<file path="src/rtl/eds_ram.sv">
// Generic single-port-write, single-port-read RAM with registered read
module eds_ram #(
    parameter int WIDTH = 8,
    parameter int DEPTH = 256
) (
    input  logic                     clk,
    input  logic                     we,
    input  logic [$clog2(DEPTH)-1:0] waddr,
    input  logic [WIDTH-1:0]         wdata,
    input  logic [$clog2(DEPTH)-1:0] raddr,
    output logic [WIDTH-1:0]         rdata
);
    logic [WIDTH-1:0] mem [DEPTH];

    always_ff @(posedge clk)
    begin
        if (we)
        begin
            mem[waddr] <= wdata;
        end
        rdata <= mem[raddr];
    end
endmodule

</file>
<file path="config.mk">
export PLATFORM = sky130hd
export DESIGN_NAME = eds_ram
export DESIGN_NICKNAME = d
export VERILOG_FILES = /design/src/rtl/eds_ram.sv
export SDC_FILE = /design/constraint.sdc
export NUM_CORES = 2
export LEC_CHECK = 0
export ABC_AREA = 1
export BUFFER_PORTS_ARGS = -buffer_cell sky130_fd_sc_hd__buf_2
export CORE_ASPECT_RATIO = 1.75
export CORE_MARGIN = 10
export CORE_UTILIZATION = 25
export CTS_BUF_LIST = sky130_fd_sc_hd__clkbuf_8
export DETAILED_ROUTE_END_ITERATION = 7
export PLACE_DENSITY = 0.35
export SLEW_MARGIN = 20
export SYNTH_ARGS = -nofsm -noshare
export SYNTH_HDL_FRONTEND = slang
export SYNTH_SLANG_ARGS = --single-unit
</file>
<file path="constraint.sdc">
create_clock -name clk -period 2.8 [get_ports clk]
set_input_delay 0.28 -clock clk [delete_from_list [all_inputs] [get_ports clk]]
set_output_delay 0.28 -clock clk [all_outputs]
set_load 0.005 [all_outputs]
</file>
# == Yosys cells after proc, flatten, opt, wreduce, memory -nomap -nowiden ==
# Memories as Yosys holds them, arrays and structs flattened. A register that Yosys moved wholly into a read port is not among the register bits.
# Cells that the tools add are included.
# word_totals
output_inout_bits,8
ram_bits,2048
in_bits,26
ff_bits,0
memories,1
# mem_list
memory,words,width,rd,rd_clocked_by_memory_dff,wr,line_no,text
mem,256,8,1,1,1,13,logic [WIDTH-1:0] mem [DEPTH];
# op_classes
mux,2
# ops
operator,count
$mux W1,2

# == Depth between registers and ports, before layout ==
# depth
ltp_word,2
mapped_depth,15

# == Least setup slack after synthesis ==
# No wires, ideal clock.
# synth_path
path_type,input port to flip-flop
from,input port we
to,"memory mem[162][0], enable pin"
path_stages,4
t_required_ns,2.430
slack_ns,1.029
arrival_time_ns,1.401
cell_sequence,clkbuf_1 > nand3_1 > clkbuf_1 > nor2_1
# synth_via
elab_chain_cells,2
# synth_rtl
item,line_no,text
from (decl),7,"input logic we,"
$mux W1,17,if (we)
$mux W1 (implied by the code),19,mem[waddr] <= wdata;
to (decl),13,
# No other way between the ends.

# == Final worst setup path ==
# layout_path
from,input port waddr[1]
to,"memory mem[134][2], enable pin"
# layout_lines
item,line_no,text
from (decl),8,"input logic [$clog2(DEPTH)-1:0] waddr,"
# No word-level cell before the write port.

==> summary.md <==
| Metric | Value |
|---|---|
| Post-route insts no fill | 12,100 |
| GPL Wtd Cong | 0.781 |
| Initial antenna violation count | 18 |
| Unrepaired setup endpoints after global routing | no |
| # IOs | 34 |
| DRT met1 WL | 118,000 microns |
| CP dominant cell by count | dlygate4sd3_1 |
| Via count | 56,100 |
| Syn_area_per_cell | 11.9 sq um |
| Critical Path RT | 3.55 ns |
| Layout area overhead | 18.6% |
| Slew Limit Fails | 0 |
| Die H | 784 microns |
| Uppermost routed layer | met5 |
| Share of post-route cells with drive strength above 1 | 13.5% |
| Core Area | 0.332 sq mm |
| Hold Crit Depth | 5 |
| CTS tree | done |
| H-tree depth | 5 |
| DRT iter0 DRCs | 3,927 |
| CP startpoint | waddr[1] |
| CP max stage delay | 0.62 ns |
| Clk pin slew, worst setup/hold paths | 0.06 ns |
| # DRC | 0 |
| Final worst slack | 0.134 ns |
| Status | complete, no violations |
| Fin crit share | 95.2% |
| Routed length on met2 | 171,000 microns |
| Die area | 0.358 sq mm |
| R2R cell count | 11 |
| Worst-Margin Slew | 0.972 ns |
| Synthesized cell area | 0.0834 sq mm |
| Pre-CTS setup slack | -0.245 ns |
| Syn Nets | 7,029 |
| Clk_lat worst skew | 1.03 ns |
| Filler cells | 34,100 |
| Most frequent cells in the layout | nand2_1 (2,107), edfxtp_1 (2,048), nand3_1 (2,019) |
| Highest clock rate | 375 MHz |
| Clk buf depth | 4 |
| Setup Skew | 0.0639 ns |
| Largest net degree at the start of global routing | 124 |
| CP max-delay cell | dlygate4sd3_1 |
| Final number of setup-violating endpoints | 0 |
| Tot GR Track Use | 16.9% |
| Max-cap viol count | 0 |
| Total chip power | 62,800 uW |
| Crit-path cells | dlygate4sd3_1 > buf_2 > nand2_1 > dlygate4sd3_1 > nor2_1 > nand2_2 > dlygate4sd3_1 > nor2_1 > dlygate4sd3_1 |
| Setup Crit Path Kind | in -> reg |
| Hold Path Class | in -> reg |
| # port buffers | 33 |
| Most common cell after layout, fill and taps aside | nand2_1 |
| Gr ovfl total | 0 |
| Seq/Total Area, Yosys | 73.9% |
| PwrDens | 635 mW/mm^2 |
| VDD IR max | 0.271 mV |
| WL met3 | 11,300 microns |
| HPWL after DPL | 202,000 microns |
| Arr. time, crit path | 3.41 ns |
| Post-DRT Antenna Nets | 0 |
| Yosys top cell area share | 73.7% |
| Worst Path Max Fanout | 4 |
| Min-delay src | waddr[4] |
| CTS Buf Count | 326 |
| Vias in the first global route | 57,700 |
| Vias/cell | 4.63 |
| First-pass GRT wire length | 441,000 microns |
| Synth Instances | 7,003 |
| Tmin final | 2.67 ns |
| Largest cells by area after synthesis | edfxtp_1 (74%), nand3_1 (12%), nand2_1 (9.6%) |
| Relative slew slack | 35.2% |
| Routed WL per cell | 25.8 microns |
| Crit start category | primary input |
| Reg2reg start | mem[190][2] |
| Yosys cell types | 14 |
| Lkg Pwr | 0.0348 uW |
| Final #Nets | 7,536 |
| DIE WIDTH | 457 microns |
| DRT Pass-1 Iters | 6 |
| CTS root buf | clkbuf_8 |
| Synth area leader | edfxtp_1 |
| Ys Warns | 0 |
| Hold Vio Cnt, Final | 0 |
| Drt total wl | 312,000 microns |
| # clock sinks | 2,056 |
| Starting density of the core | 25.1% |
| Cell Rows | 280 |
| #FFs+latches synth | 2,056 |
| Worst setup EP type | register |
| Dpl cells | 11,500 |
| Setup repair bufs after CTS | 0 |
==> metrics by stage <==
step	TNS, ns	hold WS (ns)	utilization, %	instance area [sq um]
floorplan	0	0.379	-	83400
global placement	-0.920	0.679	28.0	92900
detailed placement	-0.751	0.682	28.0	92900
CTS	0	0.0112	29.8	98800
global route	0	0.125	29.8	98900
finish	0	0.151	29.8	98900
==> critical path, delay by kind of cell <==
kind / cells / cell delay, ns
AND/OR/NAND/NOR: 4 / 0.59
buffers and inverters: 5 / 2.53
==> metal layers <==
layer	vias up	track usage [%]
met5	-	0
met4	2	6.00
met3	441	2.18
met2	1234	32.7
met1	28500	18.7
li1	25900	-
==> final timing paths <==
check / to / slack, ns
min reg2reg: rdata[6] / 1.02
min: mem[233][5] / 0.15
max reg2reg: rdata[2] / 0.39
max: mem[134][2] / 0.13
==> cell families (layout without fill, tap and decap cells) <==
logic type	Yosys count	count (layout)	share of synthesized area, %
AND/OR/NAND/NOR	4425	4425	22.9
flip-flops	2056	2056	73.9
buffers and inverters	522	1265	3.12
other	0	7	0
==> flip-flops by register name, indices dropped and copies added (netlist names) <==
signal,cells
mem,2048
rdata,8
==> synthesized netlist by cell type <==
master,instances
nor2_1,283
inv_1,36
nand3_1,2019
buf_4,46
inv_2,2
nand2_1,2123
edfxtp_1,2048
clkbuf_1,112
buf_1,40
buf_8,1
buf_6,16
dfxtp_1,8
buf_2,268
inv_4,1
==> final cells by class <==
type	instances	area (sq um)	area share, %
diodes	7	17.5	0.0177
clock buffers	340	4680	4.73
clock inverters	224	1020	1.04
inverters	39	183	0.185
multi-input cells	4425	19200	19.4
flip-flops and latches	2056	61700	62.4
well taps	4371	5470	5.53
repair buffers	662	6660	6.73
==> power by group <==
part | internal, uW | leakage (uW) | switching, uW | total, uW
clock network | 11600 | 0.00332 | 12500 | 24100
registers | 33900 | 0.0185 | 56.7 | 34000
logic | 1300 | 0.0130 | 3430 | 4740
total | 46800 | 0.0348 | 16000 | 62800
==> timing repair <==
action / 4_1_cts / 5_1_grt
endpoints found under the hold margin: 1285 / 0
hold buffers: 20 / 0
resized for setup: 0 / 0
Power figures use the tool's default switching activity.
