==> src/rtl/eds_pkg.sv <==
// Shared constants and types for the edit distance similarity unit
package eds_pkg;
    localparam int MAX_LEN = 256;
    localparam int LEN_W   = $clog2(MAX_LEN + 1);
    localparam int ADDR_W  = (MAX_LEN > 1) ? $clog2(MAX_LEN) : 1;
    localparam int COST_W  = LEN_W;
    localparam int COL_W   = $clog2(MAX_LEN + 1);
    localparam int DIST_W  = 9;
    localparam int SIM_W   = 17;
    localparam int Q_W     = 16;
    localparam int QDEPTH  = 4;
    localparam int QPTR_W  = 2;

    typedef enum logic [1:0] {
        MODE_APPEND_A = 2'd0,
        MODE_APPEND_B = 2'd1,
        MODE_COMPUTE  = 2'd2,
        MODE_NONE     = 2'd3
    } mode_t;

    // compute job handed from front to back
    typedef struct packed {
        logic [LEN_W-1:0] len_a;
        logic [LEN_W-1:0] len_b;
        logic             too_long;
    } job_t;
endpackage

==> src/rtl/eds_ram.sv <==
// Generic single-port-write, single-port-read RAM with registered read
module eds_ram #(
    parameter int WIDTH = 8,
    parameter int DEPTH = 256
) (
    input  logic                     clk,
    input  logic                     we,
    input  logic [$clog2(DEPTH)-1:0] waddr,
    input  logic [WIDTH-1:0]         wdata,
    input  logic [$clog2(DEPTH)-1:0] raddr,
    output logic [WIDTH-1:0]         rdata
);
    logic [WIDTH-1:0] mem [DEPTH];

    always_ff @(posedge clk)
    begin
        if (we)
        begin
            mem[waddr] <= wdata;
        end
        rdata <= mem[raddr];
    end
endmodule

==> src/rtl/eds_back.sv <==
// Back end: rolling-row Levenshtein sweep and restoring divider
module eds_back (
    input  logic                       clk,
    input  logic                       rst_n,
    input  logic                       job_valid,
    input  eds_pkg::job_t              job,
    output logic                       job_pop,
    output logic [eds_pkg::ADDR_W-1:0] ra_addr,
    input  logic [7:0]                 ra_data,
    output logic [eds_pkg::ADDR_W-1:0] rb_addr,
    input  logic [7:0]                 rb_data,
    output logic                       done,
    output logic [eds_pkg::DIST_W-1:0] distance,
    output logic [eds_pkg::SIM_W-1:0]  similarity,
    output logic                       both_empty,
    output logic                       too_long
);
    localparam int CW = eds_pkg::COST_W;
    localparam int LW = eds_pkg::LEN_W;
    localparam int CD = eds_pkg::MAX_LEN + 1;
    localparam int CA = $clog2(CD);
    localparam int NW = CW + eds_pkg::Q_W;

    typedef enum logic [2:0] {
        S_IDLE, S_INIT, S_ROWSTART, S_CELL_RD, S_CELL, S_DIV, S_OUT
    } state_t;

    state_t            state_reg;
    eds_pkg::job_t     job_reg;
    logic [LW-1:0]     i_reg, j_reg;
    logic [CW-1:0]     diag_reg, left_reg, dist_reg;
    logic [NW-1:0]     num_reg;
    logic [LW:0]       rem_reg;
    logic [NW-1:0]     quo_reg;
    logic [$clog2(NW+1)-1:0] bit_reg;
    logic              c_we;
    logic [CA-1:0]     c_waddr, c_raddr;
    logic [CW-1:0]     c_wdata, c_rdata, cell_cost, m;
    logic [LW-1:0]     maxlen;
    logic [LW:0]       trial;

    eds_ram #(.WIDTH(CW), .DEPTH(CD)) u_cost (
        .clk(clk), .we(c_we), .waddr(c_waddr), .wdata(c_wdata),
        .raddr(c_raddr), .rdata(c_rdata)
    );

    assign maxlen = (job_reg.len_a > job_reg.len_b) ? job_reg.len_a : job_reg.len_b;
    assign ra_addr = eds_pkg::ADDR_W'(i_reg - 1'b1);
    // column j+1 needs B[j]; a row start fetches B[0] for column 1
    assign rb_addr = (state_reg == S_CELL_RD) ? eds_pkg::ADDR_W'(j_reg) : '0;
    assign job_pop = (state_reg == S_OUT);

    // cost cell: up comes from the row RAM, left and diag are held
    always_comb
    begin
        m = (left_reg < c_rdata) ? left_reg : c_rdata;
        m = (m < diag_reg) ? m : diag_reg;
        cell_cost = (ra_data == rb_data) ? diag_reg : CW'(m + 1'b1);
    end

    always_comb
    begin
        c_we    = 1'b0;
        c_waddr = CA'(j_reg);
        c_wdata = CW'(j_reg);
        c_raddr = CA'(j_reg);
        case (state_reg)
            S_INIT:     c_we = 1'b1;
            S_ROWSTART:
            begin
                c_we = 1'b1;
                c_waddr = '0;
                c_wdata = CW'(i_reg);
                c_raddr = CA'(1);
            end
            S_CELL:
            begin
                c_we = 1'b1;
                c_wdata = cell_cost;
            end
            S_CELL_RD:
            begin
                // up value of the next column, or the final cost at row end
                c_raddr = (j_reg >= job_reg.len_b) ? CA'(job_reg.len_b) : CA'(j_reg + 1'b1);
            end
            default: c_we = 1'b0;
        endcase
        if (state_reg == S_DIV || state_reg == S_OUT)
        begin
            c_raddr = CA'(job_reg.len_b);
        end
    end

    assign trial = {rem_reg[LW-1:0], num_reg[NW-1]};

    always_ff @(posedge clk or negedge rst_n)
    begin
        if (!rst_n)
        begin
            state_reg <= S_IDLE;
            done      <= 1'b0;
        end
        else
        begin
            done <= 1'b0;
            case (state_reg)
                S_IDLE:
                begin
                    if (job_valid)
                    begin
                        job_reg   <= job;
                        j_reg     <= '0;
                        state_reg <= S_INIT;
                    end
                end
                S_INIT:
                begin
                    if (j_reg == job_reg.len_b)
                    begin
                        i_reg     <= LW'(1);
                        state_reg <= (job_reg.len_a == '0) ? S_CELL_RD : S_ROWSTART;
                        j_reg     <= job_reg.len_b;
                    end
                    else
                    begin
                        j_reg <= j_reg + 1'b1;
                    end
                end
                S_ROWSTART:
                begin
                    diag_reg <= CW'(i_reg - 1'b1);
                    left_reg <= CW'(i_reg);
                    j_reg    <= LW'(1);
                    state_reg <= (job_reg.len_b == '0) ? S_CELL_RD : S_CELL;
                end
                S_CELL:
                begin
                    diag_reg <= c_rdata;
                    left_reg <= cell_cost;
                    state_reg <= S_CELL_RD;
                end
                S_CELL_RD:
                begin
                    // next column, next row or on to the divide, then wait one read
                    if (i_reg > job_reg.len_a ||
                        (j_reg >= job_reg.len_b && i_reg == job_reg.len_a))
                    begin
                        j_reg <= job_reg.len_b;
                        state_reg <= S_DIV;
                        bit_reg <= '0;
                        rem_reg <= '0;
                        quo_reg <= '0;
                        num_reg <= '0;
                    end
                    else if (j_reg >= job_reg.len_b)
                    begin
                        i_reg <= i_reg + 1'b1;
                        state_reg <= S_ROWSTART;
                    end
                    else
                    begin
                        j_reg <= j_reg + 1'b1;
                        state_reg <= S_CELL;
                    end
                end
                S_DIV:
                begin
                    if (bit_reg == '0)
                    begin
                        dist_reg <= c_rdata;
                        num_reg  <= {c_rdata, {eds_pkg::Q_W{1'b0}}};
                        bit_reg  <= bit_reg + 1'b1;
                    end
                    else if (maxlen == '0)
                    begin
                        dist_reg <= '0;
                        state_reg <= S_OUT;
                    end
                    else
                    begin
                        num_reg <= num_reg << 1;
                        if (trial >= {1'b0, maxlen})
                        begin
                            rem_reg <= trial - {1'b0, maxlen};
                            quo_reg <= {quo_reg[NW-2:0], 1'b1};
                        end
                        else
                        begin
                            rem_reg <= trial;
                            quo_reg <= {quo_reg[NW-2:0], 1'b0};
                        end
                        if (bit_reg == ($clog2(NW+1))'(NW))
                        begin
                            state_reg <= S_OUT;
                        end
                        bit_reg <= bit_reg + 1'b1;
                    end
                end
                S_OUT:
                begin
                    done       <= 1'b1;
                    distance   <= eds_pkg::DIST_W'(dist_reg);
                    both_empty <= (maxlen == '0);
                    too_long   <= job_reg.too_long;
                    similarity <= (maxlen == '0) ? eds_pkg::SIM_W'(1 << eds_pkg::Q_W) :
                                  eds_pkg::SIM_W'((NW+1)'(1 << eds_pkg::Q_W) - {1'b0, quo_reg});
                    state_reg  <= S_IDLE;
                end
                default: state_reg <= S_IDLE;
            endcase
        end
    end
endmodule

==> config.mk <==
export PLATFORM = sky130hd
export DESIGN_NAME = eds_back
export DESIGN_NICKNAME = d
export VERILOG_FILES = /design/src/rtl/eds_pkg.sv /design/src/rtl/eds_ram.sv /design/src/rtl/eds_back.sv
export SDC_FILE = /design/constraint.sdc
export NUM_CORES = 2
export LEC_CHECK = 0
export BUFFER_PORTS_ARGS = -buffer_cell sky130_fd_sc_hd__buf_2
export CAP_MARGIN = 20
export CORE_MARGIN = 3
export CORE_UTILIZATION = 40
export DETAILED_ROUTE_END_ITERATION = 10
export PLACE_DENSITY = 0.64
export RECOVER_POWER = 50
export SKIP_CTS_REPAIR_TIMING = 1
export SYNTH_ARGS = -nofsm -noshare
export SYNTH_HDL_FRONTEND = slang
export SYNTH_SLANG_ARGS = --single-unit
==> constraint.sdc <==
create_clock -name clk -period 29.6 [get_ports clk]
set_input_delay 5.92 -clock clk [delete_from_list [all_inputs] [get_ports clk]]
set_output_delay 5.92 -clock clk [all_outputs]
set_load 0.02 [all_outputs]
# Yosys cells after proc, flatten, opt, wreduce, memory -nomap -nowiden
# Memories as Yosys holds them, arrays and structs flattened. A register that Yosys moved wholly into a read port is not among the register bits.
# Cells that the tools add are included.
# totals
reg_bits	152
latchBits	0
ram_bits	2313
mem_bits_ro	0
output_inout_bits	46
memories	1
# classes
n_addsub	7
multipliers	0
n_div	0
n_lt_le_gt_ge	6
n_eq_ne	20
n_shift	0
muxes	54
bitwise	0
n_reduce_logical	23
# mem_list
name	depth	width	read_ports	rd_clocked_by_memory_dff	wr	line	source
u_cost.mem	257	9	1	1	1	eds_ram.sv:13	logic [WIDTH-1:0] mem [DEPTH];
# op_table
cell	n
2-to-1 mux 9 bit	20
case mux 9 bit (2 select lines)	6
2-to-1 mux 25 bit	3
case mux 25 bit (2 select lines)	1
case mux 9 bit (4 select lines)	1
2-to-1 mux 17 bit	2
case mux 17 bit (2 select lines)	1
adder 9 x 1 -> 9 bit (second input constant)	3
zero test 9 bit	3
2-to-1 mux 3 bit	8
equality test 9 bit	2
> comparator 9 bit	2
< comparator 9 bit	2
case mux 3 bit (6 select lines)	1
subtractor 17 bit (first input constant)	1
2-to-1 mux 5 bit	3
AND reduction 4 bit	3
greater-or-equal comparator 10 x 9 -> 1 bit	1
!= test 2 bit (second input constant)	5
case mux 5 bit (2 select lines)	1
AND reduction 5 bit	2
equality test 3 bit (second input constant)	3
greater-or-equal comparator 9 bit	1
subtractor 9 x 1 -> 9 bit (second input constant)	1
21 further kinds	34

# Depth between registers and ports, before layout
# logic_depth
word_depth	7
mapped_depth	26
ltp_nobuf	25

# By module
# A second synthesis with hierarchy kept.
# hier_totals
hier_cells	5184
hier_area_um2	98411.9
# by_module_without_submodules
module	instances	cells_per_inst	area_per_inst_um2
eds_ram	1	4231	89261.9
eds_back	1	953	9150.0

# Worst setup path after synthesis
# No wires, ideal clock.
# synth_timing
kind	input-to-reg
startpoint	in rb_data[7]
endpoint	mem u_cost.mem[0][0] (netlist bit) (data pin)
setup_time_ns	2.197
arrival_ns	16.846
setup_slack_ns	10.557
path_stages	6
path_buffers	1
path_cell_list	xor2_1 nor4_1 nand2_1 clkbuf_1 mux2i_1 o21ai_0
# synth_via
elab_chain_len	3
# synth_lines
element	line	source
from (decl)	eds_back.sv:11	input logic [7:0] rb_data,
equality test 8 bit	eds_back.sv:58	cell_cost = (ra_data == rb_data) ? diag_reg : CW'(m + 1'b1);
2-to-1 mux 9 bit	eds_back.sv:58	
case mux 9 bit (2 select lines)	eds_back.sv:67	case (state_reg)
net c_wdata[0]	eds_back.sv:38	logic [CW-1:0] c_wdata, c_rdata, cell_cost, m;
to (decl)	eds_ram.sv:13	
# The timed path passes the listed nets, and every way through them passes these cells.

# Worst setup path in the final report
# layout_timing
startpoint	reg state_reg[1]
endpoint	out job_pop
# layout_via
elab_chain_len	1
# layout_lines
element	line	source
from (decl)	eds_back.sv:28	state_t state_reg;
from (signal assigned)	eds_back.sv:121	state_reg <= (job_reg.len_a == '0) ? S_CELL_RD : S_ROWSTART;
from (signal assigned)	eds_back.sv:134	state_reg <= (job_reg.len_b == '0) ? S_CELL_RD : S_CELL;
equality test 3 bit	eds_back.sv:51	assign job_pop = (state_reg == S_OUT);
to (decl)	eds_back.sv:7	output logic job_pop,
# No other way between the ends.

==> results.txt <==
----------------------------------------------------
[Status]
  Run status ... finished with violations
  Violations in the final reports ... max-capacitance violations, max-slew violations

[GRT]
  Wire length of the first global-routing pass ... ~390 mm
  Antenna violations before repair ... 5
  Vias in the first global route ... 52,049
  Pin count of the biggest net entering global routing ... ~260
  Overall track demand over capacity in global routing ... around a fifth
  Total gr overflow ... 0

[Clock tree]
  # clock sinks ... 2,458
  Insertion delay of the later-clocked pin in the worst-skew pair ... roughly 0.91 ns
  Root buffer cell ... clkbuf_16
  Total clock buffers created by CTS ... 230
  CTS tree ... built
  Clock-pin transition on the worst setup and hold timing paths ... ~0.06 ns
  Number of H-tree levels ... 4
  Max Buffers Root-to-Sink ... 3

[STA]
  Setup repair after global routing missed its margin ... false
  Rel. slew slack ... -112.5%
  Minimum period implied by the final worst setup slack ... just under 10 ns
  Highest clock rate ... just over 100 MHz
  Final setup vio count ... 0
  Worst hold slack after final layout ... 0.4206 ns
  Final Max Slew Viols ... 80
  Worst Clk Skew ... 0.07329 ns
  Slew at the pin with the worst max-slew slack ... 3.187 ns
  Number of hold violations in the final report ... 0
  Period utilization ... around 33%
  Setup TNS after final layout ... 0 ns

[Drt]
  Wirelength, routed ... ~270 mm
  WL met1 ... around 110 mm
  DRC ... 0
  ANT nets after route ... 0
  Via count of the routed design ... between 50,000 and 60,000
  Number of DRC markers in iteration 0 ... 7,001
  Drt via density ... roughly 6.0
  Total met3 wirelength after detailed routing ... about 28 mm
  Uppermost signal routing layer after detailed routing ... met5
  Pre-antenna DRT Iters ... 7
  Routed len/inst ... between 20 and 30 µm
  Met2 wire length ... 124.0 mm

[Setup path]
  Number of logic stages on the critical path including buffering ... 4
  Category of the most critical setup path ... reg -> out
  Start of the worst register-to-register path ... j_reg[2]
  Endpoint class of the critical path ... output port
  Setup crit end ... job_pop
  Critical path's largest stage delay ... between 0.9 and 1 ns
  Reg-to-Reg End ... u_cost.rdata[8]
  Worst EP required ... approximately 24 ns
  Type of element launching the critical path ... register
  Cell at the slowest stage of the critical path ... nor3_1
  Cells along the critical path ... clkinv_1, clkbuf_1, nor3_1, buf_2
  Worst reg-to-reg path cell count ... 17
  Count of buffer and inverter cells on the critical path ... 3
  Top fanout value on the critical path ... 28
  Launching instance or port of the critical path ... state_reg[1]
  Cell class contributing the biggest share of worst-path delay ... buffers and inverters
  Arrival time at the worst endpoint ... ~3.8 ns
  Worst-case register-to-register setup slack ... ~21 ns

[Synth]
  Leading post-synthesis cells by cell area ... edfxtp_1 (74%), mux4_2 (10%), mux4_1 (1.9%), nor2_1 (1.6%), nand2_1 (1.2%)
  Post-Synthesis Cell Area ... between 0.09 and 0.1 mm²
  Warning count from the yosys run ... 0
  Async S/R FF share, synth ... less than 1%
  Yosys top cell area share ... 74.08%
  Cells after synthesis ... 5,270
  Number of distinct library cells after synthesis ... 99
  Post-synthesis net count ... around 5,400
  Cell with the most instances after synthesis ... edfxtp_1
  Number of flops mapped to enable cells by yosys ... 2,445
  Biggest area consumer among synthesized cells ... edfxtp_1
  Most frequent cells after synthesis ... edfxtp_1 (2,445), mux4_2 (439), nor2_1 (429)
  Flip-flop and latch count after synthesis ... 2,458
  Sequential-to-total area share from yosys stat ... between 70% and 80%
  Mean post-synth cell area ... roughly 19 µm²
  Post-synth top flop ... edfxtp_1

[Layout]
  Register cell area after layout ... 0.07370 mm²
  Flip-flop count of the largest register after layout ... roughly 2,300
  Total Nets Final ... roughly 5,600
  Layout-stage area growth over the synthesis result ... 11.57%
  Fraction of the core area covered by cells at the end of the flow ... around 45%
  Multi-input gate area ... roughly 0.023 mm²
  Share of cells above drive strength 1 ... 18.10%
  Number of fill cells ... approximately 21,000

[Pwr]
  Max IR drop VDD ... about 160 µV
  Final Power ... between 10 and 15 mW
  Power density cells ... between 100 and 150 mW/mm²
  Reported leakage power ... ~35 nW

[Die]
  Die extent in y ... between 500 and 600 µm
  Core ar. ... 0.2462 mm²
  Ports placed on the boundary ... 84
  Die X-Extent ... between 500 and 600 µm
  Die Footprint ... approximately 0.25 mm²
  Row count ... ~180
  Initial Utilization ... between 40% and 50%

[Flow run]
  Number of max-cap violations ... 5

[Placement]
  Detailed Place HPWL ... ~160 mm
  RePlAce Congestion ... 0.8853
  Count of input and output buffers ... 83

[Worst hold path]
  Classification of the worst-slack hold path ... reg -> reg

----------------------------------------------------
-- cell families after synthesis --
group	Yosys count	synth area share, %
buffers and inverters	363	2.324
DFF	2458	74.36
adders and majority gates	61	0.7777
muxes	610	12.91
and+or+nand+nor	1075	4.825
xor gates and xnor gates	51	0.4507
AOI/OAI and AO/OA	652	4.348
-- worst register-to-register path, delay by kind of cell, from the launching register on --
kind / cells / cell delay [ns]
buffers and inverters: 5 / 3.72
and+or+nand+nor: 5 / 2.07
AOI/OAI and AO/OA: 5 / 1.25
DFF: 1 / 0.73
muxes: 1 / 0.42
adders and majority gates: 1 / 0.36
-- area by class of cell --
class,instances,area share [%]
Tap cell,3312,3.748
Timing Repair Buffer,251,1.476
Multi-Input combinational cell,2449,21.07
Antenna cell,5,0.01132
Inverter,65,0.2207
Sequential cell,2458,66.65
Clock inverter,156,1.451
Clock buffer,280,5.375
-- worst min-delay path by stage --
stage,slack (ns),depth (start not counted),to,start
3_3_place_gp,0.40,0,distance[8],dist_reg[8]
2_1_floorplan,0.40,0,distance[0],dist_reg[0]
4_1_cts,0.42,0,distance[1],dist_reg[1]
6_report,0.42,0,distance[1],dist_reg[1]
3_5_place_dp,0.40,0,distance[1],dist_reg[1]
5_1_grt,0.43,0,distance[0],dist_reg[0]
-- stage by stage --
stage	instances	instance area, µm²	setup WS, ns
2_1_floorplan	5270	99110	10.56
3_3_place_gp	8499	102900	19.20
3_5_place_dp	8518	103100	19.08
4_1_cts	8954	110600	20.05
5_1_grt	8971	110600	19.71
6_report	8976	110600	19.93
-- cell usage in the layout, fill, tap and decap left out, types with 26 or more instances in the layout --
cell type,count
clkinv_2,50
nor4_1,37
mux4_2,439
clkbuf_1,112
clkbuf_16,230
a211oi_1,30
clkinv_1,56
mux2i_1,91
o21ai_0,100
ha_1,60
o22ai_1,166
nand3_1,88
and3_1,28
edfxtp_1,2445
buf_4,106
nand2_1,309
nor2_1,427
xor2_1,32
mux4_1,73
a21oi_1,123
buf_2,72
a31oi_1,26
inv_1,63
nor3_1,51
-- layer usage --
layer  global-route usage, %  up-vias
li1                        -    21872
met1                   29.34    28024
met2                   31.88     3173
met3                   4.388      539
met4                   7.455        6
met5                       0        -
-- power breakdown --
part           switching, mW  internal, mW
clock network           1.33          1.63
logic                   3.85          1.86
registers             0.0770          4.65
total                   5.26          8.14
Note: power is estimated with default switching activity, not from simulation.
