[src/rtl/eds_pkg.sv]
// Shared constants and types for the edit distance similarity unit
package eds_pkg;
    localparam int MAX_LEN = 256;
    localparam int LEN_W   = $clog2(MAX_LEN + 1);
    localparam int ADDR_W  = (MAX_LEN > 1) ? $clog2(MAX_LEN) : 1;
    localparam int COST_W  = LEN_W;
    localparam int COL_W   = $clog2(MAX_LEN + 1);
    localparam int DIST_W  = 9;
    localparam int SIM_W   = 17;
    localparam int Q_W     = 16;
    localparam int QDEPTH  = 4;
    localparam int QPTR_W  = 2;

    typedef enum logic [1:0] {
        MODE_APPEND_A = 2'd0,
        MODE_APPEND_B = 2'd1,
        MODE_COMPUTE  = 2'd2,
        MODE_NONE     = 2'd3
    } mode_t;

    // compute job handed from front to back
    typedef struct packed {
        logic [LEN_W-1:0] len_a;
        logic [LEN_W-1:0] len_b;
        logic             too_long;
    } job_t;
endpackage

[src/rtl/eds_front.sv]
// Front end: takes items, writes characters, queues compute jobs
module eds_front (
    input  logic                      clk,
    input  logic                      rst_n,
    input  logic                      start,
    input  logic [1:0]                mode,
    input  logic [7:0]                char_byte,
    output logic                      busy,
    output logic                      wa_en,
    output logic                      wb_en,
    output logic [eds_pkg::ADDR_W-1:0] waddr,
    output logic [7:0]                wdata,
    output logic                      job_valid,
    output eds_pkg::job_t             job,
    input  logic                      job_pop
);
    logic [eds_pkg::LEN_W-1:0]  len_a_reg, len_b_reg;
    logic                       ovf_reg;
    eds_pkg::job_t              q_reg [eds_pkg::QDEPTH];
    logic [eds_pkg::QPTR_W-1:0] wp_reg, rp_reg;
    logic [eds_pkg::QPTR_W:0]   cnt_reg;
    logic                       acc, push, full_a, full_b;

    // one compute at a time: stall while a job waits or runs
    assign busy   = (cnt_reg != '0);

    assign acc    = start && !busy;
    assign full_a = (len_a_reg == eds_pkg::LEN_W'(eds_pkg::MAX_LEN));
    assign full_b = (len_b_reg == eds_pkg::LEN_W'(eds_pkg::MAX_LEN));
    assign push   = acc && (eds_pkg::mode_t'(mode) == eds_pkg::MODE_COMPUTE);
    assign wa_en  = acc && (eds_pkg::mode_t'(mode) == eds_pkg::MODE_APPEND_A) && !full_a;
    assign wb_en  = acc && (eds_pkg::mode_t'(mode) == eds_pkg::MODE_APPEND_B) && !full_b;
    assign waddr  = wa_en ? len_a_reg[eds_pkg::ADDR_W-1:0] : len_b_reg[eds_pkg::ADDR_W-1:0];
    assign wdata  = char_byte;
    assign job_valid = (cnt_reg != '0);
    assign job    = q_reg[rp_reg];

    always_ff @(posedge clk or negedge rst_n)
    begin
        if (!rst_n)
        begin
            len_a_reg <= '0;
            len_b_reg <= '0;
            ovf_reg   <= 1'b0;
            wp_reg    <= '0;
            rp_reg    <= '0;
            cnt_reg   <= '0;
        end
        else
        begin
            if (wa_en)
            begin
                len_a_reg <= len_a_reg + 1'b1;
            end
            if (wb_en)
            begin
                len_b_reg <= len_b_reg + 1'b1;
            end
            if (acc && ((eds_pkg::mode_t'(mode) == eds_pkg::MODE_APPEND_A && full_a) ||
                        (eds_pkg::mode_t'(mode) == eds_pkg::MODE_APPEND_B && full_b)))
            begin
                ovf_reg <= 1'b1;
            end
            if (push)
            begin
                q_reg[wp_reg] <= '{len_a: len_a_reg, len_b: len_b_reg, too_long: ovf_reg};
                wp_reg    <= wp_reg + 1'b1;
                len_a_reg <= '0;
                len_b_reg <= '0;
                ovf_reg   <= 1'b0;
            end
            if (job_pop && job_valid)
            begin
                rp_reg <= rp_reg + 1'b1;
            end
            cnt_reg <= cnt_reg + (eds_pkg::QPTR_W+1)'(push)
                       - (eds_pkg::QPTR_W+1)'(job_pop && job_valid);
        end
    end
endmodule

[config.mk]
export PLATFORM = sky130hd
export DESIGN_NAME = eds_front
export DESIGN_NICKNAME = d
export VERILOG_FILES = /design/src/rtl/eds_pkg.sv /design/src/rtl/eds_front.sv
export SDC_FILE = /design/constraint.sdc
export NUM_CORES = 1
export LEC_CHECK = 0
export BUFFER_PORTS_ARGS = -buffer_cell sky130_fd_sc_hd__buf_4
export CAP_MARGIN = 20
export CORE_MARGIN = 10
export CORE_UTILIZATION = 25
export CTS_CLUSTER_SIZE = 28
export DETAILED_ROUTE_END_ITERATION = 6
export PLACE_DENSITY = 0.45
export SLEW_MARGIN = 25
export SYNTH_ARGS = -nofsm -noshare
export SYNTH_HDL_FRONTEND = slang
export SYNTH_SLANG_ARGS = --single-unit
[constraint.sdc]
create_clock -name clk -period 3.8 [get_ports clk]
set_input_delay 0.57 -clock clk [delete_from_list [all_inputs] [get_ports clk]]
set_output_delay 0.57 -clock clk [all_outputs]
set_load 0.02 [all_outputs]
# Word level (Yosys, flattened, before mapping)
# Memories as Yosys holds them, arrays and structs flattened.
# Index checks and enable logic that the tools add are counted.
[totals] ram_bits=76 mem_count=1 output_inout_bits=39 regBits=26
[classes] n_reduce_logical=20 addsub=6 n_eq_ne=4 n_mux=9
[mem_list] name="q_reg" depth=4 word_bits=19 rd=1 rd_ports_with_merged_regs=0 write_ports=1 line="eds_front.sv:19" source="eds_pkg::job_t q_reg [eds_pkg::QDEPTH];"
[ops] operator="$mux W9" n=4
[ops] operator="$add A9 B1 Y9 const B" n=2
[ops] operator="$eq A9 B9 Y1 const B" n=2
[ops] operator="$logic_and A1 B1 Y1" n=11
[ops] operator="$mux W8" n=1
[ops] operator="$reduce_bool A2 Y1" n=3
[ops] operator="$add A2 B1 Y2 const B" n=2
[ops] operator="$mux W1" n=4
[ops] operator="$add A3 B1 Y3" n=1
[ops] operator="$logic_not A1 Y1" n=3
[ops] operator="$reduce_bool A3 Y1" n=1
[ops] operator="$sub A3 B1 Y3" n=1
[ops] operator="$eq A2 B1 Y1 const B" n=1
[ops] operator="$eq A2 B2 Y1 const B" n=1
[ops] operator="$logic_not A2 Y1" n=1
[ops] operator="$logic_or A1 B1 Y1" n=1

# Logic depth before layout (Yosys ltp)
# Gate-level depths: netlist of the first run.
[depth] ltp_word=7 mapped_depth=8

# Worst setup path before layout of the first run
# OpenSTA, ideal clock, no wires.
[synth_timing] path_kind="register -> output" start="register len_a_reg[6] (netlist bit)" end="output waddr[6] (netlist bit)" n_path_buf=1 path_stages_with_launch=6 t_required_ns=3.230 arrival_ns=2.038 slack_ns=1.192 path_cell_list="dfrtp_1 or4_4 or4_4 buf_6 nand2_4 mux2_1"
[synth_between] elab_chain_len=4
[synth_lines] item="from (decl)" line="eds_front.sv:17" source="logic [eds_pkg::LEN_W-1:0] len_a_reg, len_b_reg;"
[synth_lines] item="from (signal assigned)" line="eds_front.sv:53" source="len_a_reg <= len_a_reg + 1'b1;"
[synth_lines] item="$eq A9 B9 Y1" line="eds_front.sv:28" source="assign full_a = (len_a_reg == eds_pkg::LEN_W'(eds_pkg::MAX_LEN));"
[synth_lines] item="$logic_not A1 Y1" line="eds_front.sv:31" source="assign wa_en = acc && (eds_pkg::mode_t'(mode) == eds_pkg::MODE_APPEND_A) && !full_a;"
[synth_lines] item="$logic_and A1 B1 Y1" line="eds_front.sv:31"
[synth_lines] item="$mux W8 *" line="eds_front.sv:33" source="assign waddr = wa_en ? len_a_reg[eds_pkg::ADDR_W-1:0] : len_b_reg[eds_pkg::ADDR_W-1:0];"
[synth_lines] item="to (decl)" line="eds_front.sv:11" source="output logic [eds_pkg::ADDR_W-1:0] waddr,"
# Every way passes the cells marked *; elsewhere a longest branch is shown, timed or not.

# Worst setup path after layout of the first run
[layout_timing] start="register len_b_reg[1] (netlist bit)" end="output wb_en"
[layout_between] elab_chain_len=3
[layout_lines] item="from (decl)" line="eds_front.sv:17"
[layout_lines] item="from (signal assigned)" line="eds_front.sv:57" source="len_b_reg <= len_b_reg + 1'b1;"
[layout_lines] item="$eq A9 B9 Y1" line="eds_front.sv:29" source="assign full_b = (len_b_reg == eds_pkg::LEN_W'(eds_pkg::MAX_LEN));"
[layout_lines] item="$logic_not A1 Y1" line="eds_front.sv:32" source="assign wb_en = acc && (eds_pkg::mode_t'(mode) == eds_pkg::MODE_APPEND_B) && !full_b;"
[layout_lines] item="$logic_and A1 B1 Y1" line="eds_front.sv:32"
[layout_lines] item="to (decl)" line="eds_front.sv:10" source="output logic wb_en,"
# Every way passes these cells.

==> results by stage, run 1 <==
Status:
- The flow ran to the end, and the final reports show no timing, DRC or antenna violations.

Drt:
- After detailed routing, the number of vias per cell comes to 4.56.
- The detailed router finished its first iteration with 180 violations.
- The aggregate routed wire length is 9940 um.
- After detailed routing, the average wire length per cell comes to 18.1 um.
- The final antenna-violating net count is 0.
- The via total after detailed routing is 2501.
- The detailed-routing iteration count for the pre-antenna-repair pass is 4.
- For this run, design rule violations remaining after detail routing come to 0.

Layout:
- The signed area change from the synthesized netlist to the final layout is 18.4%.
- The number of inserted diodes is 0.
- The proportion of layout cells with a drive suffix above 1 is 26.6%.
- The cell area after layout is 5220 um2.
- The post-route core utilization is 30.2%.
- The sequential cells in the finished layout cover a total of 2930 um2.
- The multi-input combinational cells in the finished layout cover a total of 1310 um2.
- Counting the fill cells in the layout gives 1751.
- The flip-flop count of the largest register, all copies and words added is 76.
- The net count reported at finish is 342.

CTS:
- In this run the deepest clock path goes through 2 buffers.
- For the worst-skew pair, the clock arrives at the later sink with an insertion delay of 0.35 ns.
- The CTS H-tree depth is 3.
- Clock tree synthesis selected as its root buffer the cell clkbuf_16.
- The number of buffers added by the clock tree synthesis step is 9.
- The clock transition at the registers of the reported paths is 0.06 ns.
- The post-cts resize count is 0.
- The number of clock sinks is 102.
- The number of hold-repair buffers added at the cts stage is 0.
- The number of setup buffers added after CTS is 0.
- TritonCTS built the clock tree.

Pwr:
- Of the total power, the share spent switching nets is 31.6%.
- Combinational logic burns 26.6% of the power.
- The net switching power of the design is 992 uW.
- In this run the static leakage power is 0.00193 uW.
- The cell area power density is 601 nW/um2.
- Cell internal power was estimated by the tool at 2140 uW.
- The worst IR drop on VDD is 0.396 mV.
- Of the total power, registers draw 46.7%.
- The clock network power share is 26.7%.

Floorplan:
- In this run the count of I/O pins placed on the die edge is 53.
- Once the floorplan was initialized, standard cells occupied 25.5% of the core.
- The die outline width is 153 um.
- The core region is 17300 um2.
- The die covers 23300 um2.
- The number of placement rows is 48.
- The y dimension of the die is 153 um.

GRT:
- The number of antenna violations at the first check in global routing is 0.
- The maximum number of pins on one net before global-route repair is 31.
- For this run, global-route usage on met1 was measured as 11.4%.
- In the global route stage, overall resource usage came out at 8.72%.
- The number of global-route vias before repair is 2573.
- Global routing used 13.2% of the available met2 tracks.
- The global routing stage identified its most utilized layer as met2.
- Summed over all layers, the global routing overflow is 0.
- The first-pass GRT wire length is 15700 um.
- Global routing used 3.13% of the available met3 tracks.

STA:
- After routing, the total negative slack on setup checks comes to 0 ns.
- Of the available clock period, the critical path in the final layout requires 88.7%.
- Measured against its own limit, the worst slew margin works out to 43.9%.
- Final hold analysis gives a worst-case slack of 0.147 ns.
- The number of slew-limit violations in the final report was 0.
- The transition time of the tightest slew-check pin is 0.837 ns.
- Setup repair after global routing left no endpoint under its margin.
- The maximum operating frequency is 0.297 GHz.
- Between clock sinks in the finished design, the worst skew comes to 0.00914 ns.
- Setup violations remaining at the end of the flow were counted as 0.
- The shortest period the worst path allows is 3.37 ns.
- The worst path meets setup with 0.431 ns of slack.
- The total count of hold-check failures in the final report is 0.

Setup path:
- The maximum fanout encountered on the critical timing path is 14.
- The start-to-end type of the worst setup path is flip-flop to output port.
- Tracing the worst setup path back leads to its startpoint at len_b_reg[1].
- The origin of the critical flop-to-flop path is len_b_reg[1].
- STA puts the critical path data arrival time at 2.80 ns.
- The kind of start point of the critical path is a flip-flop.
- STA classifies the critical path endpoint as an output port.
- The data required time at the worst endpoint is 3.23 ns.

Place:
- Summing all placed instances gives a cell area of 4950 um2.
- The pre-CTS setup slack is 0.835 ns.
- The number of I/O port buffers is 36.
- Routability-driven placement finished with a final weighted congestion of 0.776.
- Detailed placement finished with a half-perimeter wire length of 6890 um.

Logic synthesis:
- In this run, synthesis produced a sequential element count of 102.
- The largest area contributor in the netlist is edfxtp_1.
- Sequential cells were found to cover 66.6% of the synthesized design area.
- Synthesis produced 278 cells.
- Summed over its instances, the top area cell type makes up 51.8% of the synthesized netlist area.
- The async set or reset register ratio after synthesis is 25.5%.
- The number of nets in the synthesized netlist is 302.
- The count of flip-flops with a built-in enable after synthesis is 76.
- The post-synthesis cell area is 4400 um2.
- By area the synthesized netlist is led by edfxtp_1 (52%), dfrtp_1 (15%), mux4_2 (9.7%).
- A synthesized cell averages 15.8 um2.
- For this run, the leading register cell type out of synthesis is edfxtp_1.
- The count of synthesis-stage warnings from yosys is 0.
- The number of distinct library cells after synthesis is 41.

Job:
- Max-cap violations in this run came to 0.

Hold path:
- The tightest min-delay check is of the input pin to asynchronous set/reset pin type.
## layout by cell type (no fill, tap or decap), drive strengths merged, types with 3 or more instances in the layout
cell,count
nand2,15
inv,17
mux4,19
a22o,3
nor2,6
dfrtp,26
ha,9
xnor2,5
edfxtp,76
and3,5
a21oi,12
buf,46
o31ai,4
or3,5
or4,7
clkbuf,12
nand4,6
o21ai,17
nand3,9
## Yosys cell counts, types with 2 or more instances
library cell  count
o21ai_0          17
edfxtp_1         76
clkbuf_1          4
and4_1            2
buf_2             2
nor2b_1           2
a22o_1            3
xnor2_1           5
buf_4             9
ha_1              9
nand4_1           6
or3_1             5
xor2_1            2
mux2i_1           2
inv_1            15
nor2_1            6
mux4_2           19
nand3_1           9
mux2_1            2
or4_4             2
o31ai_1           4
a21oi_1          11
or4_1             5
and3_1            5
dfrtp_1          26
nand2_1          14
and2_1            2
## cell families after synthesis
kind of cell | synth area share [%]
buffers and inverters | 3.72
flip-flops | 66.6
AO/OA/AOI/OAI | 5.17
multiplexers | 10.7
AND/OR/NAND/NOR | 9.41
XOR/XNOR | 1.39
adder cells (fa/ha/maj) | 3.01
## final cells by class
type                       instances  share of cell area (%)
multi-input combinational        144                    25.0
clock buffer                      12                    4.53
clock inverter                     4                   0.576
timing repair buffer              46                    7.10
tap                              225                    5.40
inverter                          15                    1.08
sequential                       102                    56.3
## per-stage QoR
stage / power (uW) / std cells
5_1_grt: 3330 / 548
4_1_cts: 3210 / 548
2_1_floorplan: 2010 / 278
3_5_place_dp: 2350 / 532
3_3_place_gp: 2350 / 532
6_report: 3140 / 548
## path summary, 6_finish.rpt
| kind | end | slack, ns | depth (start not counted) |
|---|---|---|---|
| max reg2reg | len_b_reg[4] | 1.15 | 7 |
| max | wb_en | 0.43 | 6 |
| max in group asynchronous | rp_reg[1] | 3.35 | 1 |
| min in group clk | ovf_reg | 0.51 | 3 |
| min reg2reg | rp_reg[0] | 0.52 | 1 |
| min | len_a_reg[1] | 0.15 | 1 |
## critical path, stage by stage, from the launching register on
cell	delay, ns
dfrtp_1	0.49
inv_1	0.13
ha_1	0.15
or4bb_1	0.51
o211ai_1	0.71
inv_1	0.24
buf_4	0.23
## routing by layer
| layer | wire, um | vias to the layer above |
|---|---|---|
| met1 | 4610 | 1279 |
| met5 | 0 | - |
| li1 | - | 1152 |
| met3 | 493 | 16 |
| met2 | 4720 | 54 |
| met4 | 119 | 0 |
## power by group through the flow
stage / clock, uW / combinational, uW / sequential [uW]
after global placement: 0 / 864 / 1490
after global routing: 917 / 930 / 1490
final: 838 / 834 / 1460
after CTS: 877 / 864 / 1470
after detailed placement: 0 / 862 / 1490
after floorplan: 0 / 610 / 1400
Note: power is estimated with default switching activity, not from simulation.
==> run 2: changes to the inputs <==
--- a/config.mk
+++ b/config.mk
@@ -5,12 +5,15 @@
 export SDC_FILE = /design/constraint.sdc
 export NUM_CORES = 1
 export LEC_CHECK = 0
+export ABC_AREA = 1
+export ABC_CLOCK_PERIOD_IN_PS = 3800
 export BUFFER_PORTS_ARGS = -buffer_cell sky130_fd_sc_hd__buf_4
 export CAP_MARGIN = 20
 export CORE_MARGIN = 10
 export CORE_UTILIZATION = 25
 export CTS_CLUSTER_SIZE = 28
 export DETAILED_ROUTE_END_ITERATION = 6
+export MAX_ROUTING_LAYER = met4
 export PLACE_DENSITY = 0.45
 export SLEW_MARGIN = 25
 export SYNTH_ARGS = -nofsm -noshare
==> run 2 against run 1 <==
Global-route usage grew 1.1 points. Utilization shrank 0.69 points. Maximum frequency grew 21%.
==> results by stage, run 2 <==
Logic synthesis:
- The largest area contributor in the netlist is edfxtp_1.
- In the synthesized netlist, mux cells make up 0% of the area.
- After Yosys synthesis, and, or, nand and nor cells account for 18.0% of the synthesized area.
- The synthesized design contains 102 register bits.
- The synthesized netlist devotes 8.41% of its cell area to compound gates.
- The synthesized netlist devotes 2.78% of its cell area to adder and majority cells.
- Counting flops with a built-in enable in the synthesized netlist gives 76.
- The share of the Yosys chip area taken by registers is 61.4%.
- By area the synthesized netlist is led by edfxtp_1 (48%), dfrtp_1 (14%), nand2_1 (5.3%).
- The number of standard cells after synthesis is 454.
- Each instance of the synthesized netlist takes up on average 10.5 um2.
- Among all cell types in the netlist, the one instantiated most often is edfxtp_1.
- When the netlist entered floorplanning its net count stood at 478.
- The count of synthesis-stage warnings from yosys is 0.
- The commonest cells after synthesis are edfxtp_1 (76), nand2_1 (68), nor2_1 (67), o21ai_0 (44), inv_1 (42).
- The most used flip-flop cell after synthesis is edfxtp_1.
- Of the post-synthesis cell area, the dominant cell type holds 47.8%.
- The number of distinct library cells after synthesis is 30.
- The async set or reset register ratio after synthesis is 25.5%.
- The synthesized netlist occupies a cell area of 4770 um2.
- The combinational family with the most area after synthesis is simple AND/OR/NAND/NOR gates.
- The xor-xnor portion of the synthesized cell area is 2.20%.

GRT:
- Entering global routing, the biggest net connects 40 pins.
- The number of antenna violations at the first check in global routing was 0.
- The aggregate global routing overflow is 0.
- The first global-routing pass estimated 18300 um of wire.
- The number of global-route vias before repair was 3170.
- The global routing met1 resource utilization is 13.2%.
- The global routing stage identified its most utilized layer as met2.
- The global-route met2 utilization is 14.8%.
- The met3 layer usage reported by global route is 2.17%.
- Global routing used 9.86% of the available tracks.

Setup path:
- The type of element capturing the critical path is an output port.
- Data arrives at the worst endpoint at 2.21 ns.
- The endpoint identified for the worst register-to-register timing path is cnt_reg[2].
- For this design, the slowest cell found on the critical path is dfrtp_1.
- The signal on the critical path passes through inv_1 > ha_1 > nand3_2 > nor2_2 > nor2_4 > nand2_1 > o21ai_2 > buf_4.
- The setup check on the worst reg-to-reg path leaves a slack of 1.62 ns.
- In this run the worst setup path terminates at waddr[2].
- The maximum fanout encountered on the critical timing path is 21.
- The critical path is of the flip-flop to output port type.
- The worst setup path startpoint is len_a_reg[0].
- The depth of the worst register-to-register path is 7.
- The worst setup path is launched from a flip-flop.
- In this design, the stage delay of the slowest critical-path cell is 0.54 ns.
- The data required time at the worst endpoint is 3.23 ns.
- In this run the critical register-to-register path is launched from cnt_reg[1].

STA:
- The total count of hold-check failures in the final report is 0.
- Setup repair after global routing left no endpoint under its margin.
- In this run the tightest slew margin relative to its limit is 50.9%.
- At the pin with the least slew margin, the transition time is 0.735 ns.
- The maximum operating frequency is 0.359 GHz.
- The share of the clock period used by the worst path is 73.2%.
- The number of slew-limit violations in the final report is 0.
- The shortest period the worst path allows is 2.78 ns.
- Setup violations remaining at the end of the flow were counted as 0.
- Clock skew on the completed layout was measured at 0.0180 ns.
- Setup total negative slack on the finished layout was measured at 0 ns.

Drt:
- The routed length per instance is 16.1 um.
- The initial detailed-routing violation count is 228.
- Before antenna repair, the detailed router went through 4 iterations.
- The via total after detailed routing is 3234.
- The residual DRC count is 0.
- Once detail routing completed, the nets flagged for antenna violations numbered 0.
- The routed design has 11500 um of wire.
- The number of vias per cell is 4.50.

Pwr:
- The worst IR drop on VDD is 0.254 mV.
- The leakage dissipation is 0.00218 uW.
- The cell area power density is 693 nW/um2.

CTS:
- TritonCTS built the clock tree.
- After clock tree synthesis, the clock-pin slew on the worst setup and hold paths is 0.08 ns.
- Counting the buffers created by CTS gives 9.
- The clock passes through at most 2 buffers.
- Buffers inserted to repair hold after CTS numbered 0.
- The H-tree was split into 3 levels.
- The latest clock arrival within the worst-skew pair is 0.35 ns.
- The post-cts resize count is 0.
- In this run the clock root is driven by a clkbuf_16.
- The number of clock sinks is 102.
- The number of setup buffers added after CTS is 0.

Place:
- The half-perimeter wire length after placement is 7430 um.
- The number of I/O port buffers is 36.
- After detailed placement, the design holds a cell count of 702.
- At the end of routability-driven placement, the weighted congestion stood at 0.774.

Layout:
- The post-route netlist has 15.9% of its cells at a drive strength greater than 1.
- The register with the most flip-flops in the layout has 76 of them.
- Leaving out filler cells and counting taps, the final layout contains 718.
- After the last flow step, the layout net total stands at 503.
- The library cell used most frequently in the layout, excluding fill and tap cells, is edfxtp_1.
- Compared with the post-synthesis result, the final layout area differs by 15.8%.
- In the layout the commonest cells are edfxtp_1 (76), nand2_1 (68), nor2_1 (67), o21ai_0 (44), buf_4 (43).
- The number of inserted diodes is 0.

Floorplan:
- The die outline width is 158 um.
- The number of placement rows is 50.
- Once the floorplan was initialized, standard cells occupied 25.4% of the core.
- 53 I/O pins were placed.
- The die is 158 um tall.
- The die covers 25000 um2.
- The core region is 18800 um2.

Job:
- The number of violations of the max-capacitance limit is 0.

Status:
- The flow ran to the end, and the final reports show no timing, DRC or antenna violations.

Hold path:
- The kind of path behind the tightest hold check is input pin to asynchronous set/reset pin.
-- run 2: cell types whose count changed in the layout (fill, tap and decap cells not counted), sizes merged, moves of 19 or more --
cell / previous run / this run
nand3: 9 / 39
o22ai: 0 / 19
inv: 17 / 46
nor2: 6 / 74
o21ai: 17 / 51
mux4: 19 / 0
nand2: 15 / 69
-- run 2: layer usage --
layer  routed length (um)  vias to the layer above
li1                     -                     1574
met1                 5670                     1570
met2                 5260                       76
met3                  495                       14
met4                  104                        0
met5                    0                        -
-- run 2: worst min path at each step --
stage / to / slack (ns) / cells after the start
finish: len_a_reg[1] / 0.14 / 1
global route: len_a_reg[6] / 0.16 / 1
CTS: ovf_reg / 0.14 / 1
global placement: len_a_reg[2] / 0.52 / 1
detailed placement: len_a_reg[6] / 0.52 / 1
floorplan: cnt_reg[0] / 0.27 / 0
-- run 2: cell families after synthesis --
group	count (synthesis)
compound gates	71
xor+xnor	12
fa+ha+maj	10
buf+inv	71
flops	102
simple gates	188
-- run 2: cell type report --
cell class	instances	area (um2)
Timing Repair Buffer	43	323
Multi-Input combinational cell	281	1500
Clock buffer	9	225
Sequential cell	102	2930
Tap cell	234	293
Inverter	42	158
Fill cell	1954	13200
Clock inverter	7	97.6
-- run 2: worst max-delay path, delay by kind of cell, from the launching register on --
family                     cells  cell delay (ns)
and+or+nand+nor                4             0.72
AOI/OAI and AO/OA              1             0.09
buffers and inverters          2             0.29
adders and majority gates      1             0.23
DFF                            1             0.54
-- run 2: power by group --
part | leakage (uW) | total (uW) | internal (uW) | switching, uW
Clock | 0.000159 | 980 | 536 | 444
Sequential | 0.00101 | 1470 | 1320 | 152
Combinational | 0.00102 | 1380 | 494 | 886
Total | 0.00218 | 3830 | 2350 | 1480
-- run 2: stage by stage --
stage | worst slack, ns | hold slack [ns] | utilization [%] | instance area, um2 | power (uW)
2_1_floorplan | 1.63 | 0.274 | - | 4770 | 2350
3_3_place_gp | 1.42 | 0.522 | 27.7 | 5210 | 2890
3_5_place_dp | 1.37 | 0.524 | 27.7 | 5210 | 2930
4_1_cts | 1.00 | 0.143 | 29.5 | 5530 | 3910
5_1_grt | 0.828 | 0.163 | 29.5 | 5530 | 4100
6_report | 1.02 | 0.140 | 29.5 | 5530 | 3830
==> run 3: changes to the inputs <==
--- a/config.mk
+++ b/config.mk
@@ -5,8 +5,8 @@
 export SDC_FILE = /design/constraint.sdc
 export NUM_CORES = 1
 export LEC_CHECK = 0
-export ABC_AREA = 1
-export ABC_CLOCK_PERIOD_IN_PS = 3800
+export ABC_AREA = 0
+export ABC_CLOCK_PERIOD_IN_PS = 2600
 export BUFFER_PORTS_ARGS = -buffer_cell sky130_fd_sc_hd__buf_4
 export CAP_MARGIN = 20
 export CORE_MARGIN = 10
==> constraint.sdc (replaced) <==
create_clock -name clk -period 2.6 [get_ports clk]
set_input_delay 0.39 -clock clk [delete_from_list [all_inputs] [get_ports clk]]
set_output_delay 0.39 -clock clk [all_outputs]
set_load 0.02 [all_outputs]
==> run 3 against run 2 <==
The flow now finishes with violations (setup timing). Cell count is 21% lower. Sequential share of layout area rose by 0.11 points. Routed wire length fell by 13%. Clock power rose by 26%. Critical path depth shrank 3. Largest cell class unchanged.
==> results by stage, run 3 (synthesis gave the netlist of run 1 again) <==
Floorplan:
- The die outline width is 153 um.
- The initial core utilization is 25.5%.
- The floorplan has 48 rows.
- The number of I/O pins is 53.
- The placeable core region is 17300 um2.
- The floorplan step defined a die boundary enclosing 23300 um2.
- Measured along the y axis, the die boundary spans 153 um.

CTS:
- The clock transition at the registers of the reported paths is 0.06 ns.
- The latest clock arrival within the worst-skew pair is 0.34 ns.
- TritonCTS built the clock tree.
- The maximum buffer depth of the clock tree is 2.
- The CTS H-tree depth is 3.
- The number of clock sinks is 102.
- The root buffer cell chosen for the clock tree is clkbuf_16.
- The number of buffers added by the clock tree synthesis step is 9.

Drt:
- The initial detailed-routing violation count is 143.
- The final antenna-violating net count is 0.
- The routed length per instance is 17.7 um.
- The routed layout has 2588 vias.
- The first detailed-routing pass ran for 4 iterations.
- The uppermost layer routed is met4.
- The number of vias per cell is 4.55.
- After detailed routing, the total wire length is 10100 um.
- The wire length on met2 is 4940 um.
- The met3 wire length is 292 um.
- The wire length the detailed router placed on met1 is 4660 um.
- The residual DRC count is 0.

STA:
- In this run the tightest slew margin relative to its limit is 74.1%.
- Setup repair after global routing could not meet its margin everywhere.
- The final worst-path setup slack is -0.0965 ns.
- In the final timing run, aggregate negative setup slack is -0.316 ns.
- After layout, the minimum clock period comes to 2.70 ns.
- Setup violations remaining at the end of the flow were counted as 7.
- The transition time of the tightest slew-check pin is 0.388 ns.
- The maximum operating frequency is 0.371 GHz.
- The total count of hold-check failures in the final report is 0.
- The number of slew-limit violations in the final report is 0.
- The worst path uses 104% of the clock period.
- The worst setup skew after layout is 0.00757 ns.

Setup path:
- Counting cells, the worst reg-to-reg path comes to 9.
- In this run the worst path has a maximum fanout of 5.
- STA puts the critical path data required time at 2.21 ns.
- The type of element capturing the critical path is an output port.
- The start-to-end type of the worst setup path is flip-flop to output port.
- The worst setup path is launched from a flip-flop.
- The slowest stage of the critical path is the or4_4 cell.
- Traced cell by cell, the critical path runs through or4_4 > or4_4 > nand2_8 > mux2_4 > buf_6.
- The library cell appearing most often on the critical path is or4_4.
- In this design, the stage delay of the slowest critical-path cell is 0.55 ns.
- Data arrives at the worst endpoint at 2.31 ns.

Layout:
- In the final design database the tool counted 363 nets.
- Of the cells placed in the final design, the portion with a size suffix greater than 1 is 33.7%.
- In the layout the commonest cells are edfxtp_1 (76), buf_4 (52), dfrtp_1 (24), mux4_2 (19), inv_1 (15).
- The number of inserted diodes is 0.
- The final cell count without fillers is 569.
- Relative to the synthesized area, the layout overhead comes to 25.4%.
- The library cell used most frequently in the layout, excluding fill and tap cells, is edfxtp_1.
- The flip-flop count of the largest register, all copies and words added is 76.

Status:
- The run finished, with violations left.
- The checks that failed: setup timing.

Place:
- Detailed placement ended at an HPWL of 6580 um.
- The number of I/O port buffers is 36.
- The congestion estimate from routability-driven global placement came to 0.770.
- Including well taps, the total number of placed cells is 543.
- The pre-CTS setup slack is 0.149 ns.

Hold path:
- The cell depth of the worst min-delay path is 3.
- The kind of path behind the tightest hold check is input pin to flip-flop.

Pwr:
- The cell area power density is 857 nW/um2.
- In this run the static leakage power is 0.00209 uW.
- VDD sags by at most 0.367 mV.

GRT:
- Entering global routing, the biggest net connects 31 pins.
- The number of global-route vias before repair is 2758.
- The first-pass GRT wire length is 15900 um.
- Summed over all layers, the global routing overflow is 0.
- Global routing consumed, over all layers together, 8.88% of the routing resources.
- The number of antenna violations at the first check in global routing is 0.

Job:
- The tool flagged a number of max-cap violations equal to 0.
-- run 3: area by class of cell --
cell class                      count  area, um2
Sequential cell                   102       2940
Tap cell                          225        282
Inverter                           15       56.3
Multi-Input combinational cell    144       1380
Fill cell                        1740      11800
Timing Repair Buffer               67        602
Clock buffer                       10        229
Clock inverter                      6       43.8
-- run 3: final timing paths --
| kind | from | to | slack [ns] |
|---|---|---|---|
| setup / recovery | len_a_reg[4] | waddr[6] | -0.1 |
| hold / removal | mode[0] | ovf_reg | 0.34 |
| setup reg to reg | cnt_reg[2] | cnt_reg[2] | 0.39 |
| hold reg to reg | rp_reg[1] | rp_reg[1] | 0.47 |
| max in group asynchronous | rst_n | len_b_reg[1] | 1.78 |
| min in group asynchronous | rst_n | wp_reg[1] | 0.52 |
-- run 3: repair_timing --
item	in CTS	in global routing
buffers inserted	6	3
setup endpoints to repair	9	10
hold buffers	1	0
hold endpoints to repair	26	0
pin swaps	5	3
resized for setup	21	7
-- run 3: worst max-delay path: cells and delay by family (launching register included) --
family | cells | cell delay, ns
AND/OR/NAND/NOR | 3 | 1.15
flip-flops | 1 | 0.38
multiplexers | 1 | 0.31
buffers and inverters | 1 | 0.13
-- run 3: power breakdown --
group	internal [uW]	switching [uW]
Sequential	1890	96.7
Combinational	692	816
Clock	656	579
Total	3240	1490
-- run 3: routing by layer --
layer	track usage (%)	up-vias
li1	-	1193
met2	14.0	43
met3	2.15	19
met5	-	-
met1	11.0	1333
met4	2.91	0
-- run 3: stage by stage --
stage               power (uW)  area [um2]  utilization, %  hold slack [ns]
CTS                       4790        5480            31.7            0.330
detailed placement        3480        5070            29.3            0.339
finish                    4730        5520            31.9            0.340
floorplan                 2920        4400               -           0.0944
global placement          3470        5070            29.3            0.343
global route              5000        5520            31.9            0.355
